--- config.mk ---
export PLATFORM = sky130hd
export DESIGN_NAME = multichannel_adc_smoother_integrator
export DESIGN_NICKNAME = d
export VERILOG_FILES = /design/src/mcasi_pkg.sv /design/src/multichannel_adc_smoother_integrator.sv
export SDC_FILE = /design/constraint.sdc
export NUM_CORES = 2
export LEC_CHECK = 0
export ABC_AREA = 1
export BUFFER_PORTS_ARGS = -buffer_cell sky130_fd_sc_hd__buf_2
export CAP_MARGIN = 20
export CORE_UTILIZATION = 36
export CTS_BUF_LIST = sky130_fd_sc_hd__clkbuf_16
export DETAILED_ROUTE_END_ITERATION = 10
export SETUP_SLACK_MARGIN = 0.15
export SYNTH_ARGS = -nofsm -noshare
export SYNTH_HDL_FRONTEND = slang
export SYNTH_SLANG_ARGS = --single-unit
--- constraint.sdc ---
create_clock -name clk -period 18.5 [get_ports clk]
set_input_delay 2.775 -clock clk [delete_from_list [all_inputs] [get_ports clk]]
set_output_delay 2.775 -clock clk [all_outputs]
set_load 0.05 [all_outputs]
--- src/mcasi_pkg.sv ---
package mcasi_pkg;

  localparam int CH_W         = 3;
  localparam int NUM_INPUT_CH = 1 << CH_W;
  localparam int SAMPLE_W     = 16;
  localparam int WEIGHT_W     = 9;
  localparam int NUM_WEIGHTS  = 8;
  localparam int CFG_IDX_W    = 3;
  localparam int SUM_W        = 64;
  localparam int COUNT_W      = 32;

  localparam int IN_TDATA_W   = 16;
  localparam int IN_TUSER_W   = CH_W;
  localparam int OUT_TDATA_W  = 2 * SAMPLE_W + SUM_W + COUNT_W;
  localparam int OUT_TUSER_W  = CH_W + 1;

  localparam logic [SAMPLE_W-1:0] SAMPLE_MAX = '1;

  typedef struct packed {
    logic [COUNT_W-1:0]  count;
    logic [SUM_W-1:0]    sum;
    logic                rate;
    logic [SAMPLE_W-1:0] smoothed;
    logic [SAMPLE_W-1:0] raw;
    logic [CH_W-1:0]     channel;
  } result_t;

endpackage

--- src/multichannel_adc_smoother_integrator.sv ---
// Channel   Direction  Fields (lowest bit first)
// s_axis    in         tuser: channel[2:0]; tdata: sample[15:0]
// m_axis    out        tuser: out_channel[2:0], is_rate_channel[3];
//                      tdata: raw_value[15:0], smoothed_value[31:16],
//                             running_sum[95:32], sample_count[127:96]
// cfg       in         cfg_index selects weight_ch0..7, cfg_data is the weight
//
// One sample is accepted per cycle unless the output stalls; results are registered.
// The input register feeds one read-modify-write of the per-channel registers.
// Reset restores the default weights and clears all filter, sum and count registers.
// A stalled output blocks the input stage; samples of absent channels are dropped.
module multichannel_adc_smoother_integrator
  import mcasi_pkg::*;
#(
  parameter int SCALE_BITS    = 8,
  parameter int CHANNELS      = 8,
  parameter int RATE_CHANNELS = 3
) (
  input  logic                   clk,
  input  logic                   rst,
  input  logic                   s_axis_tvalid,
  output logic                   s_axis_tready,
  input  logic [IN_TDATA_W-1:0]  s_axis_tdata,  // sample
  input  logic [IN_TUSER_W-1:0]  s_axis_tuser,  // channel
  output logic                   m_axis_tvalid,
  input  logic                   m_axis_tready,
  output logic [OUT_TDATA_W-1:0] m_axis_tdata,  // raw, smoothed, sum, count
  output logic [OUT_TUSER_W-1:0] m_axis_tuser,  // out_channel, is_rate_channel
  input  logic                   cfg_we,
  input  logic [CFG_IDX_W-1:0]   cfg_index,
  input  logic [WEIGHT_W-1:0]    cfg_data
);

  localparam int NUM_CH     = (CHANNELS < NUM_INPUT_CH) ? CHANNELS : NUM_INPUT_CH;
  localparam int CH_IDX_W   = (NUM_CH > 1) ? $clog2(NUM_CH) : 1;
  localparam int NUM_RATE   = (RATE_CHANNELS < NUM_CH) ? RATE_CHANNELS : NUM_CH;
  localparam int RATE_DEPTH = (NUM_RATE > 0) ? NUM_RATE : 1;
  localparam int RATE_IDX_W = (RATE_DEPTH > 1) ? $clog2(RATE_DEPTH) : 1;
  localparam int SW         = SCALE_BITS + 1;
  localparam int CW         = (SW > WEIGHT_W) ? SW : WEIGHT_W;
  localparam int AW         = SAMPLE_W + SW + 1;
  localparam int WEIGHT_MAX = (1 << WEIGHT_W) - 1;
  localparam int DEF_W_RAW  = ((1 << SCALE_BITS) * 95) / 100;
  localparam int DEF_W_INT  = (DEF_W_RAW > WEIGHT_MAX) ? WEIGHT_MAX : DEF_W_RAW;

  localparam logic [WEIGHT_W-1:0] DEFAULT_WEIGHT = WEIGHT_W'(DEF_W_INT);
  localparam logic [SW-1:0]       SCALE          = SW'(1) << SCALE_BITS;
  localparam logic [CW-1:0]       SCALE_CW       = CW'(SCALE);
  localparam logic [AW-1:0]       HALF           = AW'(SCALE >> 1);
  localparam logic [CH_W:0]       NUM_CH_L       = (CH_W + 1)'(NUM_CH);
  localparam logic [CH_W:0]       NUM_RATE_L     = (CH_W + 1)'(NUM_RATE);

  logic [WEIGHT_W-1:0] weights [NUM_WEIGHTS];
  logic [SAMPLE_W-1:0] smoothed_store [NUM_CH];
  logic [SUM_W-1:0]    sum_store [RATE_DEPTH];
  logic [COUNT_W-1:0]  count_store [RATE_DEPTH];

  logic                in_valid;
  logic [CH_W-1:0]     in_ch;
  logic [SAMPLE_W-1:0] in_sample;
  logic                out_valid;
  result_t             res;

  logic                ch_ok;
  logic                is_rate;
  logic                out_free;
  logic                in_advance;
  logic                load_out;
  logic [CH_IDX_W-1:0] ch_idx;
  logic [RATE_IDX_W-1:0] rate_idx;
  logic [CW-1:0]       w_ext;
  logic [SW-1:0]       w_sat;
  logic [SW-1:0]       w_inv;
  logic [AW-1:0]       acc;
  logic [AW-1:0]       acc_shift;
  logic [SAMPLE_W-1:0] smoothed_next;
  logic [SUM_W-1:0]    sum_next;
  logic [COUNT_W-1:0]  count_next;

  assign ch_idx     = in_ch[CH_IDX_W-1:0];
  assign rate_idx   = in_ch[RATE_IDX_W-1:0];
  assign ch_ok      = {1'b0, in_ch} < NUM_CH_L;
  assign is_rate    = {1'b0, in_ch} < NUM_RATE_L;
  assign out_free   = !out_valid || m_axis_tready;
  assign in_advance = in_valid && (!ch_ok || out_free);
  assign load_out   = in_valid && ch_ok && out_free;
  assign s_axis_tready = !in_valid || in_advance;

  always_comb begin
    w_ext     = CW'(weights[in_ch]);
    w_sat     = (w_ext > SCALE_CW) ? SCALE : SW'(w_ext);
    w_inv     = SCALE - w_sat;
    acc       = AW'(smoothed_store[ch_idx]) * AW'(w_sat)
              + AW'(in_sample) * AW'(w_inv) + HALF;
    acc_shift = acc >> SCALE_BITS;
    if (acc_shift > AW'(SAMPLE_MAX)) begin
      smoothed_next = SAMPLE_MAX;
    end else begin
      smoothed_next = acc_shift[SAMPLE_W-1:0];
    end
    sum_next   = sum_store[rate_idx] + SUM_W'(in_sample);
    count_next = count_store[rate_idx] + COUNT_W'(1);
  end

  always_ff @(posedge clk) begin
    if (rst) begin
      in_valid  <= 1'b0;
      out_valid <= 1'b0;
      for (int i = 0; i < NUM_WEIGHTS; i++) begin
        weights[i] <= DEFAULT_WEIGHT;
      end
      for (int i = 0; i < NUM_CH; i++) begin
        smoothed_store[i] <= '0;
      end
      for (int i = 0; i < RATE_DEPTH; i++) begin
        sum_store[i]   <= '0;
        count_store[i] <= '0;
      end
    end else begin
      if (s_axis_tvalid && s_axis_tready) begin
        in_valid <= 1'b1;
      end else if (in_advance) begin
        in_valid <= 1'b0;
      end
      if (load_out) begin
        out_valid <= 1'b1;
      end else if (m_axis_tready) begin
        out_valid <= 1'b0;
      end
      if (cfg_we) begin
        weights[cfg_index] <= cfg_data;
      end
      if (load_out) begin
        smoothed_store[ch_idx] <= smoothed_next;
        if (is_rate) begin
          sum_store[rate_idx]   <= sum_next;
          count_store[rate_idx] <= count_next;
        end
      end
    end
  end

  always_ff @(posedge clk) begin
    if (s_axis_tvalid && s_axis_tready) begin
      in_ch     <= s_axis_tuser[CH_W-1:0];
      in_sample <= s_axis_tdata[SAMPLE_W-1:0];
    end
    if (load_out) begin
      res.channel  <= in_ch;
      res.raw      <= in_sample;
      res.smoothed <= smoothed_next;
      res.rate     <= is_rate;
      res.sum      <= is_rate ? sum_next : '0;
      res.count    <= is_rate ? count_next : '0;
    end
  end

  assign m_axis_tvalid = out_valid;
  assign m_axis_tdata  = {res.count, res.sum, res.smoothed, res.raw};
  assign m_axis_tuser  = {res.rate, res.channel};

  a_rate_channel_range: assert property (@(posedge clk) disable iff (rst)
    out_valid && res.rate |-> {1'b0, res.channel} < NUM_RATE_L)
    else $error("rate flag set on a channel without a sum");

  a_plain_channel_zero: assert property (@(posedge clk) disable iff (rst)
    out_valid && !res.rate |-> res.sum == '0 && res.count == '0)
    else $error("sum or count nonzero on a channel without a sum");

  a_channel_present: assert property (@(posedge clk) disable iff (rst)
    out_valid |-> {1'b0, res.channel} < NUM_CH_L)
    else $error("result for an absent channel");

  a_store_matches_result: assert property (@(posedge clk) disable iff (rst)
    load_out |=> smoothed_store[$past(ch_idx)] == res.smoothed)
    else $error("filter register and result disagree");

endmodule

==> impl_metrics.ini <==
[place]
place_congestion = 0.9075
pre_cts_ws_ps = 7062
io_buffer_count = 169
hpwl_mm = 82.16

[synthesis]
avgSynthCellArea_sq_um = 9.561
synth_cells = 4597
yosys.cell_types.count = 65
synth-main-ff-cell = edfxtp_1
ys_seq_area_share_pct = 50.45
ys_ff_latch = 740
async_flop_share_pct = 0
synth_warnings = 0
synth_edf_count = 735
synth_area_sq_um = 43950

[layout]
antenna_cells = 0
nets = 5192
drive_gt1_share_pct = 9.440
final_common_cell = nand2_1
syn_to_final_growth_pct = 12.38
final_cell_mix = nand2_1 (1011), inv_1 (809), edfxtp_1 (735)

[worst_setup_path]
startpoint_type = flop
path_max_fanout = 53
crit_end = smoothed_store[7][1]
cp-end-kind = flop
slowest_stage = dfxtp_4
r2r_slack_ps = 6900
rr_worst_depth = 38
criticalPathCategory = flop to flop
r2r_end = smoothed_store[7][1]
arrival_ps = 12020
cpPeakStageDelay_ps = 770
required_ps = 18920
crit_path_frequent_cell = nand2_1

[cts]
clk_pin_slew_ps = 60
cts_sinks = 740
htreeDepth = 3
holdBufCountCts = 0
clockRootBuffer = clkbuf_16
clockBufferDepth = 3
post-cts-setup-buffers = 0
cts_tree = built
cts_resized = 0
worstSkewPairLatency_ps = 690
cts-buffers-inserted = 84

[timing]
maxSlewHeadroom_pct = 24.78
finalCriticalPeriod_ps = 11600
timing.final.ws_setup_ps = 6900
final.period_utilization_pct = 62.70
setup_viol = 0
tightest_slew_ps = 1127
fmax_mhz = 86.21
drv_slew = 0
finClkSkew_ps = 70.32
rsz0062_at_grt = no
tns_ps = 0
hold_viol = 0

[job]
maxCapViolations = 0

[floorplanning]
initial_core_util_pct = 36.49
coreArea_sq_um = 120400
die_area_sq_um = 123500
core.rowCount = 127
die_y_um = 351.4
ioPinCount = 170
die-width_um = 351.4

[routing]
vias = 31729
avgViaCountPerCell = 4.893
drtPass1Iterations = 8
drt_iter0_drc = 2511
wire_per_inst_um = 18.84
drc = 0
ant_nets = 0
wirelength_mm = 122.2

[grt]
grt_start_max_net_pins = 132
first_global_vias = 31518
grt_pass1_wl_mm = 186.1
grtUsageTotal_pct = 19.88
overflow = 0
antenna_found_initial = 3

[worst_hold_path]
hp-class = flop to flop

[status]
status = completed
## metal layers
layer  vias up  track usage [%]  share of wire [%]  wire length (um)
met5         -                0              0.023                28
met4         4            6.451                3.2              3864
met3       192            3.718                6.7              8153
met2      1007            32.83                 47             57270
met1     15564            26.27                 43             52890
li1      14962                -                  -                 -
## metrics by stage
stage               hold slack [ps]  util [%]  area (sq um)  instances
floorplan                     450.7         -         44310       4692
global placement              493.3     38.68         46590       6332
detailed placement            493.3     38.68         46590       6332
CTS                           501.3     40.98         49360       6484
global route                  549.2     41.01         49390       6485
finish                        501.5     41.01         49390       6485
## registers in the layout (all words and copies together) (netlist names), named ones only
register and cells:
sum_store 256, count_store 128, m_axis_tdata 128, smoothed_store 128, weights 72, in_sample 16, m_axis_tuser 4, ch_idx 3
in_valid 1, m_axis_tvalid 1
## cell usage after synthesis (4+ instances only)
library cell / number / share of area, %
a21oi_1: 181 / 2.1
a31oi_1: 5 / 0.071
a32o_1: 32 / 0.73
a32oi_1: 30 / 0.60
a32oi_2: 13 / 0.48
buf_1: 12 / 0.10
buf_2: 37 / 0.42
buf_4: 21 / 0.36
buf_6: 18 / 0.46
clkbuf_1: 86 / 0.73
dfxtp_1: 5 / 0.23
edfxtp_1: 735 / 50
fa_1: 240 / 11
ha_1: 109 / 3.1
inv_1: 795 / 6.8
inv_2: 32 / 0.27
nand2_1: 1014 / 8.7
nand2_2: 17 / 0.24
nand2_4: 4 / 0.10
nand3_1: 110 / 1.3
nand4_1: 25 / 0.36
nor2_1: 715 / 6.1
nor2_2: 17 / 0.24
nor2_4: 6 / 0.15
nor3_1: 25 / 0.28
nor3_2: 4 / 0.091
nor4_1: 7 / 0.10
o21a_1: 8 / 0.14
o21ai_0: 115 / 1.3
o21ai_1: 6 / 0.068
o22a_1: 4 / 0.080
o22ai_1: 38 / 0.54
or2_2: 7 / 0.10
xnor2_1: 20 / 0.40
xor2_1: 60 / 1.2
## final cells by class
cell class / instances / area (sq um)
well taps: 1612 / 2017
inverters: 829 / 3137
fillers: 11934 / 71060
clock buffers: 85 / 2127
clock inverters: 67 / 649.4
repair buffers: 206 / 1169
flip-flops and latches: 740 / 22180
multi-input cells: 2946 / 18110
## logic make-up (layout without fill, tap and decap cells)
| logic type | after synthesis | count (layout) | share of synthesized area (%) |
|---|---|---|---|
| DFF | 740 | 740 | 50.45 |
| adders and majority gates | 349 | 349 | 14.03 |
| buffers and inverters | 1006 | 1187 | 9.278 |
| and+or+nand+nor | 1968 | 1968 | 18.07 |
| xor gates and xnor gates | 83 | 83 | 1.705 |
| AOI/OAI and AO/OA | 450 | 450 | 6.457 |
| other | 1 | 96 | 0.008532 |
## worst min path at each step
stage,slack [ps],cells past startpoint,from,end
5_1_grt,550,2,m_axis_tvalid,m_axis_tvalid
4_1_cts,500,2,m_axis_tvalid,m_axis_tvalid
2_1_floorplan,450,0,ch_idx[0],m_axis_tuser[0]
3_3_place_gp,490,2,m_axis_tvalid,m_axis_tvalid
6_report,500,2,m_axis_tvalid,m_axis_tvalid
3_5_place_dp,490,2,m_axis_tvalid,m_axis_tvalid
## worst max-delay path: cells and delay by family, from the launching register on
| family | cells | cell delay, ps |
|---|---|---|
| buf+inv | 10 | 2840 |
| compound gates | 6 | 1650 |
| fa+ha+maj | 7 | 3400 |
| simple gates | 15 | 2550 |
| flops | 1 | 770 |
Power is not shown: default switching activity piles up to over one toggle a cycle in this logic, so the estimate is an artifact.
